File: config.mk
export PLATFORM = sky130hd
export DESIGN_NAME = pedometer_step_detector
export DESIGN_NICKNAME = d
export VERILOG_FILES = /design/src/rtl/core/ped_pkg.sv /design/src/rtl/core/ped_cfg.sv /design/src/rtl/core/ped_div.sv /design/src/rtl/core/ped_dpath.sv /design/src/rtl/core/ped_ctrl.sv /design/src/rtl/core/pedometer_step_detector.sv
export SDC_FILE = /design/constraint.sdc
export NUM_CORES = 2
export LEC_CHECK = 0
export ABC_CLOCK_PERIOD_IN_PS = 11350
export BUFFER_PORTS_ARGS = -buffer_cell sky130_fd_sc_hd__buf_4
export CAP_MARGIN = 20
export CORE_ASPECT_RATIO = 0.6
export CORE_MARGIN = 10
export CORE_UTILIZATION = 55
export CTS_CLUSTER_DIAMETER = 120
export DETAILED_ROUTE_END_ITERATION = 10
export GPL_ROUTABILITY_DRIVEN = 1
export GPL_TIMING_DRIVEN = 0
export PLACE_DENSITY = 0.8
export SLEW_MARGIN = 20
export SYNTH_ARGS = -nofsm -noshare
export SYNTH_HDL_FRONTEND = slang
export SYNTH_SLANG_ARGS = --single-unit
File: constraint.sdc
create_clock -name aclk -period 11.35 [get_ports aclk]
set_clock_uncertainty 0.05 [all_clocks]
set_input_delay 1.135 -clock aclk [delete_from_list [all_inputs] [get_ports aclk]]
set_output_delay 1.135 -clock aclk [all_outputs]
set_load 0.02 [all_outputs]
File: src/rtl/core/ped_pkg.sv
`timescale 1ns / 1ps
// ----------------------------------------------------------------------------
// ped_pkg: shared types and constants of the pedometer step detector
// Field widths, register map, activity codes, controller states and the
// command/status bundles between the controller and the datapath.
// ----------------------------------------------------------------------------
package ped_pkg;

    localparam int TIME_BITS_DEF = 32;

    // field widths
    localparam int ACCEL_W  = 16;
    localparam int STAMP_W  = 32;
    localparam int STEP_W   = 16;
    localparam int ACT_W    = 2;
    localparam int FREQ_W   = 16;
    localparam int LVL_W    = 21;   // holds [-4096, 782336]
    localparam int SUM_W    = 32;   // x^2 + y^2 + z^2
    localparam int Q12_SH   = 12;

    // register widths
    localparam int ALPHA_W  = 9;
    localparam int THR_W    = 20;
    localparam int MS_W     = 16;

    // shared multiplier operands
    localparam int MUL_A_W  = 17;
    localparam int MUL_B_W  = 22;
    localparam int MUL_W    = MUL_A_W + MUL_B_W;
    localparam int ACC_W    = 32;

    // arithmetic constants
    localparam int ONE_G_SQ    = 4096;     // 1 g^2 in Q12
    localparam int ALPHA_ONE   = 256;      // 1.0 in Q8
    localparam int AVG_FLOOR   = 25;       // 0.1 Hz in Q8
    localparam int DIVIDEND    = 256000;   // 1000 ms * 256
    localparam int DIVIDEND_W  = 18;
    localparam int CNT_W       = $clog2(DIVIDEND_W + 1);

    // register reset values
    localparam int ALPHA_RST   = 77;
    localparam int THR_RST     = 1638;
    localparam int GAP_RST     = 350;
    localparam int IDLE_RST    = 2000;
    localparam int STARTUP_RST = 500;
    localparam int RUN_RST     = 563;

    // APB register map, word index
    localparam int CFG_ADDR_W  = 5;
    localparam int CFG_DATA_W  = 32;
    localparam int REG_IDX_W   = 3;

    typedef enum logic [REG_IDX_W-1:0] {
        REG_ALPHA   = 3'd0,
        REG_THR     = 3'd1,
        REG_GAP     = 3'd2,
        REG_IDLE    = 3'd3,
        REG_STARTUP = 3'd4,
        REG_RUN     = 3'd5
    } reg_idx_t;

    typedef enum logic [ACT_W-1:0] {
        ACT_IDLE = 2'd0,
        ACT_WALK = 2'd1,
        ACT_RUN  = 2'd2
    } activity_t;

    typedef enum logic [3:0] {
        ST_IDLE,
        ST_CHECK,
        ST_SQ_X,
        ST_SQ_Y,
        ST_SQ_Z,
        ST_FILT_A,
        ST_FILT_B,
        ST_DECIDE,
        ST_DIV,
        ST_AVG_A,
        ST_AVG_B,
        ST_OUT
    } ctrl_state_t;

    typedef enum logic [3:0] {
        OP_NONE,
        OP_LATCH,
        OP_CHECK,
        OP_SQ_X,
        OP_SQ_Y,
        OP_SQ_Z,
        OP_FILT_A,
        OP_FILT_B,
        OP_DECIDE,
        OP_AVG_A,
        OP_AVG_B
    } dp_op_t;

    typedef struct packed {
        dp_op_t op;
        logic   div_start;
        logic   load_out;
    } dp_cmd_t;

    typedef struct packed {
        logic is_clear;
        logic settle;
        logic step_hit;
        logic had_step;
        logic div_done;
    } dp_status_t;

    typedef struct packed {
        logic [ALPHA_W-1:0] alpha;
        logic [THR_W-1:0]   threshold;
        logic [MS_W-1:0]    min_gap;
        logic [MS_W-1:0]    idle;
        logic [MS_W-1:0]    startup;
        logic [MS_W-1:0]    run_thr;
    } cfg_t;

endpackage

File: src/rtl/core/ped_cfg.sv
`timescale 1ns / 1ps
// ----------------------------------------------------------------------------
// ped_cfg: configuration register file
// APB slave with six registers at word addresses; zero wait states.
// ----------------------------------------------------------------------------
module ped_cfg
    import ped_pkg::*;
(
    input  logic                  aclk,
    input  logic                  aresetn,
    input  logic                  psel,
    input  logic                  penable,
    input  logic                  pwrite,
    input  logic [CFG_ADDR_W-1:0] paddr,
    input  logic [CFG_DATA_W-1:0] pwdata,
    output logic [CFG_DATA_W-1:0] prdata,
    output logic                  pready,
    output cfg_t                  cfg
);

    cfg_t                 cfg_reg;
    cfg_t                 cfg_next;
    logic                 wr_en;
    logic [REG_IDX_W-1:0] idx;

    assign pready = 1'b1;
    assign wr_en  = psel && penable && pwrite;
    assign idx    = paddr[CFG_ADDR_W-1:2];
    assign cfg    = cfg_reg;

    always_comb begin
        cfg_next = cfg_reg;
        if (wr_en) begin
            unique case (idx)
                REG_ALPHA:   cfg_next.alpha     = pwdata[ALPHA_W-1:0];
                REG_THR:     cfg_next.threshold = pwdata[THR_W-1:0];
                REG_GAP:     cfg_next.min_gap   = pwdata[MS_W-1:0];
                REG_IDLE:    cfg_next.idle      = pwdata[MS_W-1:0];
                REG_STARTUP: cfg_next.startup   = pwdata[MS_W-1:0];
                REG_RUN:     cfg_next.run_thr   = pwdata[MS_W-1:0];
                default:     cfg_next = cfg_reg;
            endcase
        end
    end

    always_comb begin
        unique case (idx)
            REG_ALPHA:   prdata = CFG_DATA_W'(cfg_reg.alpha);
            REG_THR:     prdata = CFG_DATA_W'(cfg_reg.threshold);
            REG_GAP:     prdata = CFG_DATA_W'(cfg_reg.min_gap);
            REG_IDLE:    prdata = CFG_DATA_W'(cfg_reg.idle);
            REG_STARTUP: prdata = CFG_DATA_W'(cfg_reg.startup);
            REG_RUN:     prdata = CFG_DATA_W'(cfg_reg.run_thr);
            default:     prdata = '0;
        endcase
    end

    always_ff @(posedge aclk) begin
        if (!aresetn) begin
            cfg_reg.alpha     <= ALPHA_W'(ALPHA_RST);
            cfg_reg.threshold <= THR_W'(THR_RST);
            cfg_reg.min_gap   <= MS_W'(GAP_RST);
            cfg_reg.idle      <= MS_W'(IDLE_RST);
            cfg_reg.startup   <= MS_W'(STARTUP_RST);
            cfg_reg.run_thr   <= MS_W'(RUN_RST);
        end else begin
            cfg_reg <= cfg_next;
        end
    end

endmodule

File: src/rtl/core/ped_div.sv
`timescale 1ns / 1ps
// ----------------------------------------------------------------------------
// ped_div: radix-2 restoring divider for the step frequency
// Divides the fixed 256000 by the step interval, one quotient bit a cycle.
// ----------------------------------------------------------------------------
module ped_div
    import ped_pkg::*;
#(
    parameter int DVSR_W = TIME_BITS_DEF
) (
    input  logic                  aclk,
    input  logic                  aresetn,
    input  logic                  start,
    input  logic [DVSR_W-1:0]     divisor,
    output logic                  done,
    output logic [DIVIDEND_W-1:0] quotient
);

    logic                  busy_reg, busy_next;
    logic                  done_reg, done_next;
    logic [CNT_W-1:0]      cnt_reg, cnt_next;
    logic [DVSR_W-1:0]     rem_reg, rem_next;
    logic [DIVIDEND_W-1:0] quo_reg, quo_next;
    logic [DVSR_W-1:0]     dvsr_reg, dvsr_next;
    logic [DVSR_W:0]       trial;
    logic                  fits;

    // shift the next dividend bit into the partial remainder
    assign trial = {rem_reg, quo_reg[DIVIDEND_W-1]};
    assign fits  = trial >= {1'b0, dvsr_reg};

    always_comb begin
        busy_next = busy_reg;
        done_next = 1'b0;
        cnt_next  = cnt_reg;
        rem_next  = rem_reg;
        quo_next  = quo_reg;
        dvsr_next = dvsr_reg;
        if (start) begin
            busy_next = 1'b1;
            cnt_next  = CNT_W'(DIVIDEND_W);
            rem_next  = '0;
            quo_next  = DIVIDEND_W'(DIVIDEND);
            dvsr_next = divisor;
        end else if (busy_reg) begin
            rem_next = fits ? DVSR_W'(trial - {1'b0, dvsr_reg}) : trial[DVSR_W-1:0];
            quo_next = {quo_reg[DIVIDEND_W-2:0], fits};
            cnt_next = cnt_reg - 1'b1;
            if (cnt_reg == CNT_W'(1)) begin
                busy_next = 1'b0;
                done_next = 1'b1;
            end
        end
    end

    always_ff @(posedge aclk) begin
        if (!aresetn) begin
            busy_reg <= 1'b0;
            done_reg <= 1'b0;
            cnt_reg  <= '0;
        end else begin
            busy_reg <= busy_next;
            done_reg <= done_next;
            cnt_reg  <= cnt_next;
        end
    end

    always_ff @(posedge aclk) begin
        rem_reg  <= rem_next;
        quo_reg  <= quo_next;
        dvsr_reg <= dvsr_next;
    end

    assign done     = done_reg;
    assign quotient = quo_reg;

endmodule

File: src/rtl/core/ped_dpath.sv
`timescale 1ns / 1ps
// ----------------------------------------------------------------------------
// ped_dpath: detector datapath
// Holds the detector state, one shared multiplier, the frequency divider and
// the result register; every step is ordered by the controller.
// ----------------------------------------------------------------------------
module ped_dpath
    import ped_pkg::*;
#(
    parameter int TIME_BITS = TIME_BITS_DEF
) (
    input  logic                aclk,
    input  logic                aresetn,
    input  dp_cmd_t             cmd,
    output dp_status_t          status,
    input  cfg_t                cfg,
    input  logic                in_cmd,
    input  logic [ACCEL_W-1:0]  in_x,
    input  logic [ACCEL_W-1:0]  in_y,
    input  logic [ACCEL_W-1:0]  in_z,
    input  logic [STAMP_W-1:0]  in_time,
    output logic [STEP_W-1:0]   out_steps,
    output logic [ACT_W-1:0]    out_activity,
    output logic                out_seen,
    output logic                out_settle
);

    // detector state
    logic                        started_reg, started_next;
    logic [TIME_BITS-1:0]        start_time_reg, start_time_next;
    logic signed [LVL_W-1:0]     level_reg, level_next;
    logic signed [LVL_W-1:0]     w_old_reg, w_old_next;
    logic signed [LVL_W-1:0]     w_mid_reg, w_mid_next;
    logic signed [LVL_W-1:0]     w_new_reg, w_new_next;
    logic                        had_step_reg, had_step_next;
    logic [TIME_BITS-1:0]        last_step_reg, last_step_next;
    logic [STEP_W-1:0]           steps_reg, steps_next;
    activity_t                   act_reg, act_next;
    logic [FREQ_W-1:0]           avg_reg, avg_next;

    // per-word working registers
    logic                        cmd_reg, cmd_next;
    logic signed [ACCEL_W-1:0]   x_reg, x_next;
    logic signed [ACCEL_W-1:0]   y_reg, y_next;
    logic signed [ACCEL_W-1:0]   z_reg, z_next;
    logic [TIME_BITS-1:0]        now_reg, now_next;
    logic [SUM_W-1:0]            sum_reg, sum_next;
    logic signed [ACC_W-1:0]     prod_reg, prod_next;
    logic [TIME_BITS-1:0]        since_reg, since_next;
    logic [FREQ_W-1:0]           inst_reg, inst_next;
    logic                        seen_reg, seen_next;
    logic                        settle_reg, settle_next;
    logic [STEP_W-1:0]           o_steps_reg, o_steps_next;
    logic [ACT_W-1:0]            o_act_reg, o_act_next;
    logic                        o_seen_reg, o_seen_next;
    logic                        o_settle_reg, o_settle_next;

    logic [ALPHA_W-1:0]          alpha_w;
    logic [ALPHA_W-1:0]          beta_w;
    logic signed [LVL_W-1:0]     dev_w;
    logic signed [MUL_A_W-1:0]   mul_a;
    logic signed [MUL_B_W-1:0]   mul_b;
    logic signed [MUL_W-1:0]     mul_p;
    logic signed [ACC_W-1:0]     acc_w;
    logic signed [LVL_W-1:0]     lvl_new;
    logic [FREQ_W-1:0]           avg_wtd;
    logic [TIME_BITS-1:0]        start_eff;
    logic [TIME_BITS-1:0]        elapsed;
    logic                        settle_w;
    logic                        peak_w;
    logic                        gap_ok;
    logic                        idle_w;
    logic                        div_done;
    logic [DIVIDEND_W-1:0]       quotient;
    logic [FREQ_W-1:0]           inst_sat;

    assign alpha_w = (cfg.alpha > ALPHA_W'(ALPHA_ONE)) ? ALPHA_W'(ALPHA_ONE) : cfg.alpha;
    assign beta_w  = ALPHA_W'(ALPHA_ONE) - alpha_w;

    // squared magnitude in Q12 less 1 g^2
    assign dev_w = $signed({1'b0, sum_reg[SUM_W-1:Q12_SH]}) - $signed(LVL_W'(ONE_G_SQ));

    always_comb begin
        unique case (cmd.op)
            OP_SQ_X:   begin mul_a = MUL_A_W'(x_reg);   mul_b = MUL_B_W'(x_reg);     end
            OP_SQ_Y:   begin mul_a = MUL_A_W'(y_reg);   mul_b = MUL_B_W'(y_reg);     end
            OP_SQ_Z:   begin mul_a = MUL_A_W'(z_reg);   mul_b = MUL_B_W'(z_reg);     end
            OP_FILT_A: begin mul_a = MUL_A_W'(alpha_w); mul_b = MUL_B_W'(dev_w);     end
            OP_FILT_B: begin mul_a = MUL_A_W'(beta_w);  mul_b = MUL_B_W'(level_reg); end
            OP_AVG_A:  begin mul_a = MUL_A_W'(alpha_w); mul_b = MUL_B_W'(inst_sat);  end
            OP_AVG_B:  begin mul_a = MUL_A_W'(beta_w);  mul_b = MUL_B_W'(avg_reg);   end
            default:   begin mul_a = '0;                mul_b = '0;                  end
        endcase
    end

    assign mul_p   = mul_a * mul_b;
    assign acc_w   = prod_reg + $signed(mul_p[ACC_W-1:0]);
    assign lvl_new = LVL_W'(acc_w >>> 8);
    assign avg_wtd = FREQ_W'(acc_w >>> 8);

    assign start_eff = started_reg ? start_time_reg : now_reg;
    assign elapsed   = now_reg - start_eff;
    assign settle_w  = elapsed < TIME_BITS'(cfg.startup);

    assign gap_ok = !had_step_reg || (since_reg > TIME_BITS'(cfg.min_gap));
    assign peak_w = (w_mid_reg > w_old_reg) && (w_mid_reg > w_new_reg)
                    && ($signed({w_mid_reg[LVL_W-1], w_mid_reg})
                        > $signed({2'b00, cfg.threshold}))
                    && gap_ok;
    assign idle_w = had_step_reg && (since_reg > TIME_BITS'(cfg.idle));

    assign inst_sat = (|quotient[DIVIDEND_W-1:FREQ_W]) ? '1 : quotient[FREQ_W-1:0];

    ped_div #(
        .DVSR_W   (TIME_BITS)
    ) u_div (
        .aclk     (aclk),
        .aresetn  (aresetn),
        .start    (cmd.div_start),
        .divisor  (since_reg),
        .done     (div_done),
        .quotient (quotient)
    );

    assign status.is_clear = cmd_reg;
    assign status.settle   = settle_w;
    assign status.step_hit = peak_w;
    assign status.had_step = had_step_reg;
    assign status.div_done = div_done;

    always_comb begin
        started_next    = started_reg;
        start_time_next = start_time_reg;
        level_next      = level_reg;
        w_old_next      = w_old_reg;
        w_mid_next      = w_mid_reg;
        w_new_next      = w_new_reg;
        had_step_next   = had_step_reg;
        last_step_next  = last_step_reg;
        steps_next      = steps_reg;
        act_next        = act_reg;
        avg_next        = avg_reg;
        cmd_next        = cmd_reg;
        x_next          = x_reg;
        y_next          = y_reg;
        z_next          = z_reg;
        now_next        = now_reg;
        sum_next        = sum_reg;
        prod_next       = prod_reg;
        since_next      = since_reg;
        inst_next       = inst_reg;
        seen_next       = seen_reg;
        settle_next     = settle_reg;

        unique case (cmd.op)
            OP_LATCH: begin
                cmd_next    = in_cmd;
                x_next      = in_x;
                y_next      = in_y;
                z_next      = in_z;
                now_next    = in_time[TIME_BITS-1:0];
                seen_next   = 1'b0;
                settle_next = 1'b0;
            end
            OP_CHECK: begin
                if (cmd_reg) begin
                    started_next    = 1'b0;
                    start_time_next = '0;
                    level_next      = '0;
                    w_old_next      = '0;
                    w_mid_next      = '0;
                    w_new_next      = '0;
                    had_step_next   = 1'b0;
                    last_step_next  = '0;
                    steps_next      = '0;
                    act_next        = ACT_IDLE;
                    avg_next        = '0;
                end else begin
                    if (!started_reg) begin
                        started_next    = 1'b1;
                        start_time_next = now_reg;
                    end
                    settle_next = settle_w;
                end
            end
            OP_SQ_X: sum_next = mul_p[SUM_W-1:0];
            OP_SQ_Y, OP_SQ_Z: sum_next = sum_reg + mul_p[SUM_W-1:0];
            OP_FILT_A: prod_next = $signed(mul_p[ACC_W-1:0]);
            OP_FILT_B: begin
                level_next = lvl_new;
                w_old_next = w_mid_reg;
                w_mid_next = w_new_reg;
                w_new_next = lvl_new;
                since_next = now_reg - last_step_reg;
            end
            OP_DECIDE: begin
                if (idle_w) begin
                    act_next = ACT_IDLE;
                end
                if (peak_w) begin
                    steps_next     = steps_reg + 1'b1;
                    seen_next      = 1'b1;
                    had_step_next  = 1'b1;
                    last_step_next = now_reg;
                    // first step: no interval yet, go straight to walking
                    if (!had_step_reg) begin
                        act_next = ACT_WALK;
                    end
                end
            end
            OP_AVG_A: begin
                inst_next = inst_sat;
                prod_next = $signed(mul_p[ACC_W-1:0]);
            end
            OP_AVG_B: begin
                avg_next = (avg_reg > FREQ_W'(AVG_FLOOR)) ? avg_wtd : inst_reg;
                act_next = (avg_next > cfg.run_thr) ? ACT_RUN : ACT_WALK;
            end
            default: begin
            end
        endcase
    end

    always_comb begin
        o_steps_next  = o_steps_reg;
        o_act_next    = o_act_reg;
        o_seen_next   = o_seen_reg;
        o_settle_next = o_settle_reg;
        if (cmd.load_out) begin
            o_steps_next  = steps_reg;
            o_act_next    = act_reg;
            o_seen_next   = seen_reg;
            o_settle_next = settle_reg;
        end
    end

    always_ff @(posedge aclk) begin
        if (!aresetn) begin
            started_reg    <= 1'b0;
            start_time_reg <= '0;
            level_reg      <= '0;
            w_old_reg      <= '0;
            w_mid_reg      <= '0;
            w_new_reg      <= '0;
            had_step_reg   <= 1'b0;
            last_step_reg  <= '0;
            steps_reg      <= '0;
            act_reg        <= ACT_IDLE;
            avg_reg        <= '0;
        end else begin
            started_reg    <= started_next;
            start_time_reg <= start_time_next;
            level_reg      <= level_next;
            w_old_reg      <= w_old_next;
            w_mid_reg      <= w_mid_next;
            w_new_reg      <= w_new_next;
            had_step_reg   <= had_step_next;
            last_step_reg  <= last_step_next;
            steps_reg      <= steps_next;
            act_reg        <= act_next;
            avg_reg        <= avg_next;
        end
    end

    always_ff @(posedge aclk) begin
        cmd_reg      <= cmd_next;
        x_reg        <= x_next;
        y_reg        <= y_next;
        z_reg        <= z_next;
        now_reg      <= now_next;
        sum_reg      <= sum_next;
        prod_reg     <= prod_next;
        since_reg    <= since_next;
        inst_reg     <= inst_next;
        seen_reg     <= seen_next;
        settle_reg   <= settle_next;
        o_steps_reg  <= o_steps_next;
        o_act_reg    <= o_act_next;
        o_seen_reg   <= o_seen_next;
        o_settle_reg <= o_settle_next;
    end

    assign out_steps    = o_steps_reg;
    assign out_activity = o_act_reg;
    assign out_seen     = o_seen_reg;
    assign out_settle   = o_settle_reg;

endmodule

File: src/rtl/core/ped_ctrl.sv
`timescale 1ns / 1ps
// ----------------------------------------------------------------------------
// ped_ctrl: detector sequencer
// Steps one word through the datapath and owns the result valid flag.
// ----------------------------------------------------------------------------
module ped_ctrl
    import ped_pkg::*;
(
    input  logic       aclk,
    input  logic       aresetn,
    input  logic       s_valid,
    output logic       s_ready,
    output logic       m_valid,
    input  logic       m_ready,
    output dp_cmd_t    cmd,
    input  dp_status_t status
);

    ctrl_state_t state_reg, state_next;
    logic        m_valid_reg, m_valid_next;

    always_comb begin
        state_next    = state_reg;
        s_ready       = 1'b0;
        cmd.op        = OP_NONE;
        cmd.div_start = 1'b0;
        cmd.load_out  = 1'b0;

        unique case (state_reg)
            ST_IDLE: begin
                s_ready = 1'b1;
                if (s_valid) begin
                    cmd.op     = OP_LATCH;
                    state_next = ST_CHECK;
                end
            end
            ST_CHECK: begin
                cmd.op = OP_CHECK;
                priority if (status.is_clear) begin
                    state_next = ST_OUT;
                end else if (status.settle) begin
                    state_next = ST_OUT;
                end else begin
                    state_next = ST_SQ_X;
                end
            end
            ST_SQ_X: begin
                cmd.op     = OP_SQ_X;
                state_next = ST_SQ_Y;
            end
            ST_SQ_Y: begin
                cmd.op     = OP_SQ_Y;
                state_next = ST_SQ_Z;
            end
            ST_SQ_Z: begin
                cmd.op     = OP_SQ_Z;
                state_next = ST_FILT_A;
            end
            ST_FILT_A: begin
                cmd.op     = OP_FILT_A;
                state_next = ST_FILT_B;
            end
            ST_FILT_B: begin
                cmd.op     = OP_FILT_B;
                state_next = ST_DECIDE;
            end
            ST_DECIDE: begin
                cmd.op = OP_DECIDE;
                // only a repeat step has an interval to turn into a frequency
                if (status.step_hit && status.had_step) begin
                    cmd.div_start = 1'b1;
                    state_next    = ST_DIV;
                end else begin
                    state_next = ST_OUT;
                end
            end
            ST_DIV: begin
                if (status.div_done) begin
                    state_next = ST_AVG_A;
                end
            end
            ST_AVG_A: begin
                cmd.op     = OP_AVG_A;
                state_next = ST_AVG_B;
            end
            ST_AVG_B: begin
                cmd.op     = OP_AVG_B;
                state_next = ST_OUT;
            end
            ST_OUT: begin
                if (!m_valid_reg || m_ready) begin
                    cmd.load_out = 1'b1;
                    state_next   = ST_IDLE;
                end
            end
            default: state_next = ST_IDLE;
        endcase
    end

    always_comb begin
        m_valid_next = m_valid_reg;
        if (cmd.load_out) begin
            m_valid_next = 1'b1;
        end else if (m_ready) begin
            m_valid_next = 1'b0;
        end
    end

    always_ff @(posedge aclk) begin
        if (!aresetn) begin
            state_reg   <= ST_IDLE;
            m_valid_reg <= 1'b0;
        end else begin
            state_reg   <= state_next;
            m_valid_reg <= m_valid_next;
        end
    end

    assign m_valid = m_valid_reg;

endmodule

File: src/rtl/core/pedometer_step_detector.sv
`timescale 1ns / 1ps
// ----------------------------------------------------------------------------
// pedometer_step_detector: accelerometer peak pedometer, top level
// A clear or settling word goes from ST_CHECK straight to ST_OUT; a sample also
// passes the square, filter and decide states; a step that follows an earlier
// step then waits on the radix-2 divider forming 256000/interval and averages.
// One word in flight: the next word is taken the cycle after a result is loaded,
// also while a result still waits in the output register; ST_OUT waits to load
// until the output register is free or being drained.
// Reset (aresetn low, synchronous) clears the detector state and loads the
// register defaults.
// ----------------------------------------------------------------------------
module pedometer_step_detector
    import ped_pkg::*;
#(
    parameter int TIME_BITS = TIME_BITS_DEF
) (
    input  logic                  aclk,
    input  logic                  aresetn,

    // input words
    input  logic                  s_axis_tvalid,
    output logic                  s_axis_tready,
    // [15:0] accel_x, [31:16] accel_y, [47:32] accel_z, [79:48] time_ms
    input  logic [79:0]           s_axis_tdata,
    // [0] command (1 = clear)
    input  logic                  s_axis_tuser,

    // result words
    output logic                  m_axis_tvalid,
    input  logic                  m_axis_tready,
    // [15:0] step_count, [17:16] activity, [18] step_seen, [19] settling,
    // [23:20] zero
    output logic [23:0]           m_axis_tdata,

    // configuration
    input  logic                  psel,
    input  logic                  penable,
    input  logic                  pwrite,
    input  logic [CFG_ADDR_W-1:0] paddr,
    input  logic [CFG_DATA_W-1:0] pwdata,
    output logic [CFG_DATA_W-1:0] prdata,
    output logic                  pready
);

    cfg_t              cfg;
    dp_cmd_t           cmd;
    dp_status_t        status;
    logic [STEP_W-1:0] out_steps;
    logic [ACT_W-1:0]  out_activity;
    logic              out_seen;
    logic              out_settle;

    // register file; write only while no word is in flight
    ped_cfg u_cfg (
        .aclk    (aclk),
        .aresetn (aresetn),
        .psel    (psel),
        .penable (penable),
        .pwrite  (pwrite),
        .paddr   (paddr),
        .pwdata  (pwdata),
        .prdata  (prdata),
        .pready  (pready),
        .cfg     (cfg)
    );

    // sequencer: accept a word, walk it through the datapath, hand off result
    ped_ctrl u_ctrl (
        .aclk    (aclk),
        .aresetn (aresetn),
        .s_valid (s_axis_tvalid),
        .s_ready (s_axis_tready),
        .m_valid (m_axis_tvalid),
        .m_ready (m_axis_tready),
        .cmd     (cmd),
        .status  (status)
    );

    // filter, peak window, step counter and activity average
    ped_dpath #(
        .TIME_BITS    (TIME_BITS)
    ) u_dpath (
        .aclk         (aclk),
        .aresetn      (aresetn),
        .cmd          (cmd),
        .status       (status),
        .cfg          (cfg),
        .in_cmd       (s_axis_tuser),
        .in_x         (s_axis_tdata[15:0]),
        .in_y         (s_axis_tdata[31:16]),
        .in_z         (s_axis_tdata[47:32]),
        .in_time      (s_axis_tdata[79:48]),
        .out_steps    (out_steps),
        .out_activity (out_activity),
        .out_seen     (out_seen),
        .out_settle   (out_settle)
    );

    // pack the result word, lowest field first
    assign m_axis_tdata = {4'b0000, out_settle, out_seen, out_activity, out_steps};

endmodule

==> reports/summary.md <==
The run finished with clean final reports. Of all nets on the critical path, the largest fanout is 10. Synthesis instantiated 88 different standard cells from the library. Summed over all failing endpoints, the final setup total negative slack is 0 ns.

In this run the number of H-tree levels came out at 2. Counting flops with a built-in enable in the synthesized netlist gives 244. The critical path is of the register to register type. The antenna violation net count after detailed routing was 0; the clock input transition at the sequential cells of the worst setup and hold paths was 0.08 ns.

STA classifies the critical path endpoint as a register. The commonest cells after synthesis are inv_1 (644), nand2_1 (644), nor2_1 (387), ha_1 (372), a21oi_1 (367). The run gives 0 as the leftover overflow at the end of global routing. The fraction of the mapped netlist area in adder cells was 0.246. The post-route fraction of the period consumed by the critical path is 0.981. In this run the worst hold path is classified as register to register. By area the synthesized netlist is led by edfxtp_1 (17%), dfxtp_1 (14%), fa_1 (14%).

Root cell of the clock tree: clkbuf_16. The tools report the global-route usage over all layers as 0.323. The library cell appearing most often on the critical path is fa_1. For this run, the number of Yosys warnings is 0. The number of hold buffers added after CTS was 0.

The multi-input combinational cells in the finished layout cover a total of 27400 µm². The total CTS buffers is 54. The overall power of the completed layout came out at 8140 µW. The compound-gate portion of the synthesized area came out at 0.151. The final route contains 39.1k vias.

The die covers 92000 µm². The register cell area after layout is 13700 µm². The area of the core is 79400 µm², and the fill cell total of the finished layout is 6715.

In this run the cell area of the synthesized design comes to 44000 µm². The sort of element at the start of the critical path is a register. Once placement completed, the tool counted placed cells totaling 6199. The xor and xnor area share after synthesis works out to 0.0347. The proportion of netlist area held by the largest area contributor came out at 0.167. By area, the combinational part of the netlist is dominated by adder cells. TritonCTS built the clock tree. The worst relative slew slack was 0.117; the basic-gate share of the synthesized area counting and, or, nand and nor cells was 0.155.

The mean routed wirelength per cell was 24.1 µm. The highest metal layer with signal wires was met5. The master of the slowest instance on the critical path was fa_1.

The run gives 2 as the number of antenna violations at the first check in global routing. The number of global-route vias before repair was 36.2k. The run gives 0.311 as the sequential fraction of the synthesis area.

The tools report the half-perimeter wire length of the detailed placement result as 124000 µm. The transition time at the pin with the least slew margin works out to 1.32 ns. The met1 layer wirelength in the final routing was 67000 µm; the layout cell share with drive strength beyond 1 was 0.0899.

For this block, the routed nets add up to 152000 µm of wire. Timing would allow up to 0.0898 GHz. The synthesized design spends more area on one cell type than any other, namely edfxtp_1.

The finished cells cover 49200 µm². The run gives 46700 µm² as the cell area after placement. The die extent in y is 239 µm.

Across the run, the number of max-cap violations was 0. The hold violation count in the final report was 0. The sum of met3 wire segment lengths after detailed routing was 27600 µm; the die width was 385 µm. The setup-violating endpoint count in the final report was 0.

The most common flop cell mapped by yosys is dfxtp_1. The clock net in this run drives a total of 562 sinks. No sink is reached through more buffers than the 3 on the longest clock path. The count of buffers added on input and output ports is 151. The flip-flop count of the largest register after layout is 93. The analysis attributes to cell leakage a power of 0.0207 µW. At the worst endpoint, the required time is 11.83 ns.

The wire length of the first global-routing pass is 227000 µm, and the fraction of synthesis flops using an asynchronous set or reset pin is 0. For the total number of placement rows, the log shows 80. The maximum number of pins on one net before global-route repair came out at 49. The time the worst path needs with I/O delays and setup was 11.14 ns; the multiplexer area fraction after synthesis was 0.0259. The arrival time of the worst setup path was 11.62 ns; the global placer's final weighted congestion was 1.06. Clock latency at the later pin of the worst-skew pair: 0.66 ns. Growth of design area from synthesis to finish: 11.8%.

Counting flops and latches in the post-synthesis netlist gives 562. The first detailed-routing pass took 8 iterations. After detailed routing, the number of remaining DRC violations is 0. Using the TritonRoute via totals, the vias-per-cell ratio works out to 6.19. The number of nets in the final layout was 6007. Dividing total power by cell area gives a power density of 165 nW/µm².

Wire segments on met2 add up to 54900 µm in the final route. The logs give 0.369 ns for the worst hold margin and 0.554 for the initial standard-cell utilization of the core. The count of non-filler cells in the finished layout was 6316; the longest individual stage delay on the worst path was 0.61 ns. The run gives 0.128 mV as the maximum resistive drop on vdd.

In this run, the number of DRC markers left after iteration 0 of detailed routing was 5344. The post-synthesis cell count is 4953, and the count of final max-slew check failures is 0. The synthesized area per cell works out to 8.88 µm².

In this run the count of I/O pins placed on the die edge is 184.
## path summary, 6_finish.rpt
kind	to	depth (start not counted)	slack, ns	startpoint
min	u_dpath.out_settle$_DFFE_PP_	0	0.37	u_dpath.settle_reg$_DFFE_PP_
max	u_dpath.act_reg[0]$_SDFFE_PN0P_	39	0.21	u_ctrl.state_reg[2]$_SDFFE_PN0P_
min reg2reg	u_dpath.out_settle$_DFFE_PP_	0	0.37	u_dpath.settle_reg$_DFFE_PP_
max reg2reg	u_dpath.act_reg[0]$_SDFFE_PN0P_	39	0.21	u_ctrl.state_reg[2]$_SDFFE_PN0P_
## per-layer routing
metal  vias to the layer above  GRT usage
met5                         -     0.0109
met4                         4     0.0517
met3                       219      0.144
met2                      2644      0.398
met1                     18900      0.503
li1                      17300          -
## layout by cell type, fill, tap and decap left out, types with 27 or more instances in the layout
master,count
xnor2_1,113
mux2i_1,96
a31oi_1,29
a211oi_1,27
nor2b_1,46
o211ai_1,45
o21a_1,47
edfxtp_1,244
ha_1,371
a21oi_1,362
clkbuf_16,57
nand3_1,120
fa_1,307
xor2_1,59
a21o_1,107
nand2_1,636
inv_1,640
nand2b_1,44
nand4_1,43
a22oi_1,45
nor2_1,384
and3_1,31
dfxtp_1,317
nor3_1,74
clkbuf_1,137
or3_1,27
o21ai_0,173
buf_4,205
## critical path: cells and delay by family, from the launching register on
family,cells,cell delay (ns)
adder cells (fa/ha/maj),9,4.19
AND/OR/NAND/NOR,12,2.46
AO/OA/AOI/OAI,10,2.14
buffers and inverters,6,1.04
XOR/XNOR,2,0.72
flip-flops,1,0.39
## cells by family (layout without fill, tap and decap cells)
group	after synthesis	after routing
AO/OA/AOI/OAI	1040	1040
XOR/XNOR	174	174
adder cells (fa/ha/maj)	679	679
buffers and inverters	862	1143
flip-flops	562	562
multiplexers	109	109
other	2	18
AND/OR/NAND/NOR	1525	1525
## per-stage QoR
step                utilization  worst slack, ns
floorplan                     -             1.29
global placement          0.586            -1.38
detailed placement        0.589            -1.55
CTS                       0.614         0.000639
global route              0.620          -0.0986
finish                    0.620            0.213
## cell type report
class	instances	area share
timing repair buffer	194	0.0312
tap	1066	0.0271
inverter	648	0.0498
multi-input combinational	3544	0.557
sequential	562	0.278
clock inverter	33	0.00641
buffer	199	0.0187
clock buffer	69	0.0309
antenna	1	0.0000509
## what timing repair did
item / CTS / global route
gates resized for setup: 45 / 112
endpoints found under the hold margin: 0 / 0
buffers inserted: 10 / 19
endpoints found under the setup margin: 22 / 9
pin swaps: 7 / 13
## where the power goes
part / switching [µW] / internal, µW / leakage, µW
logic: 2460 / 1350 / 0.0150
clock network: 902 / 1010 / 0.000894
registers: 119 / 2290 / 0.00480
total: 3490 / 4650 / 0.0207
(Power assumes the default switching activity.)
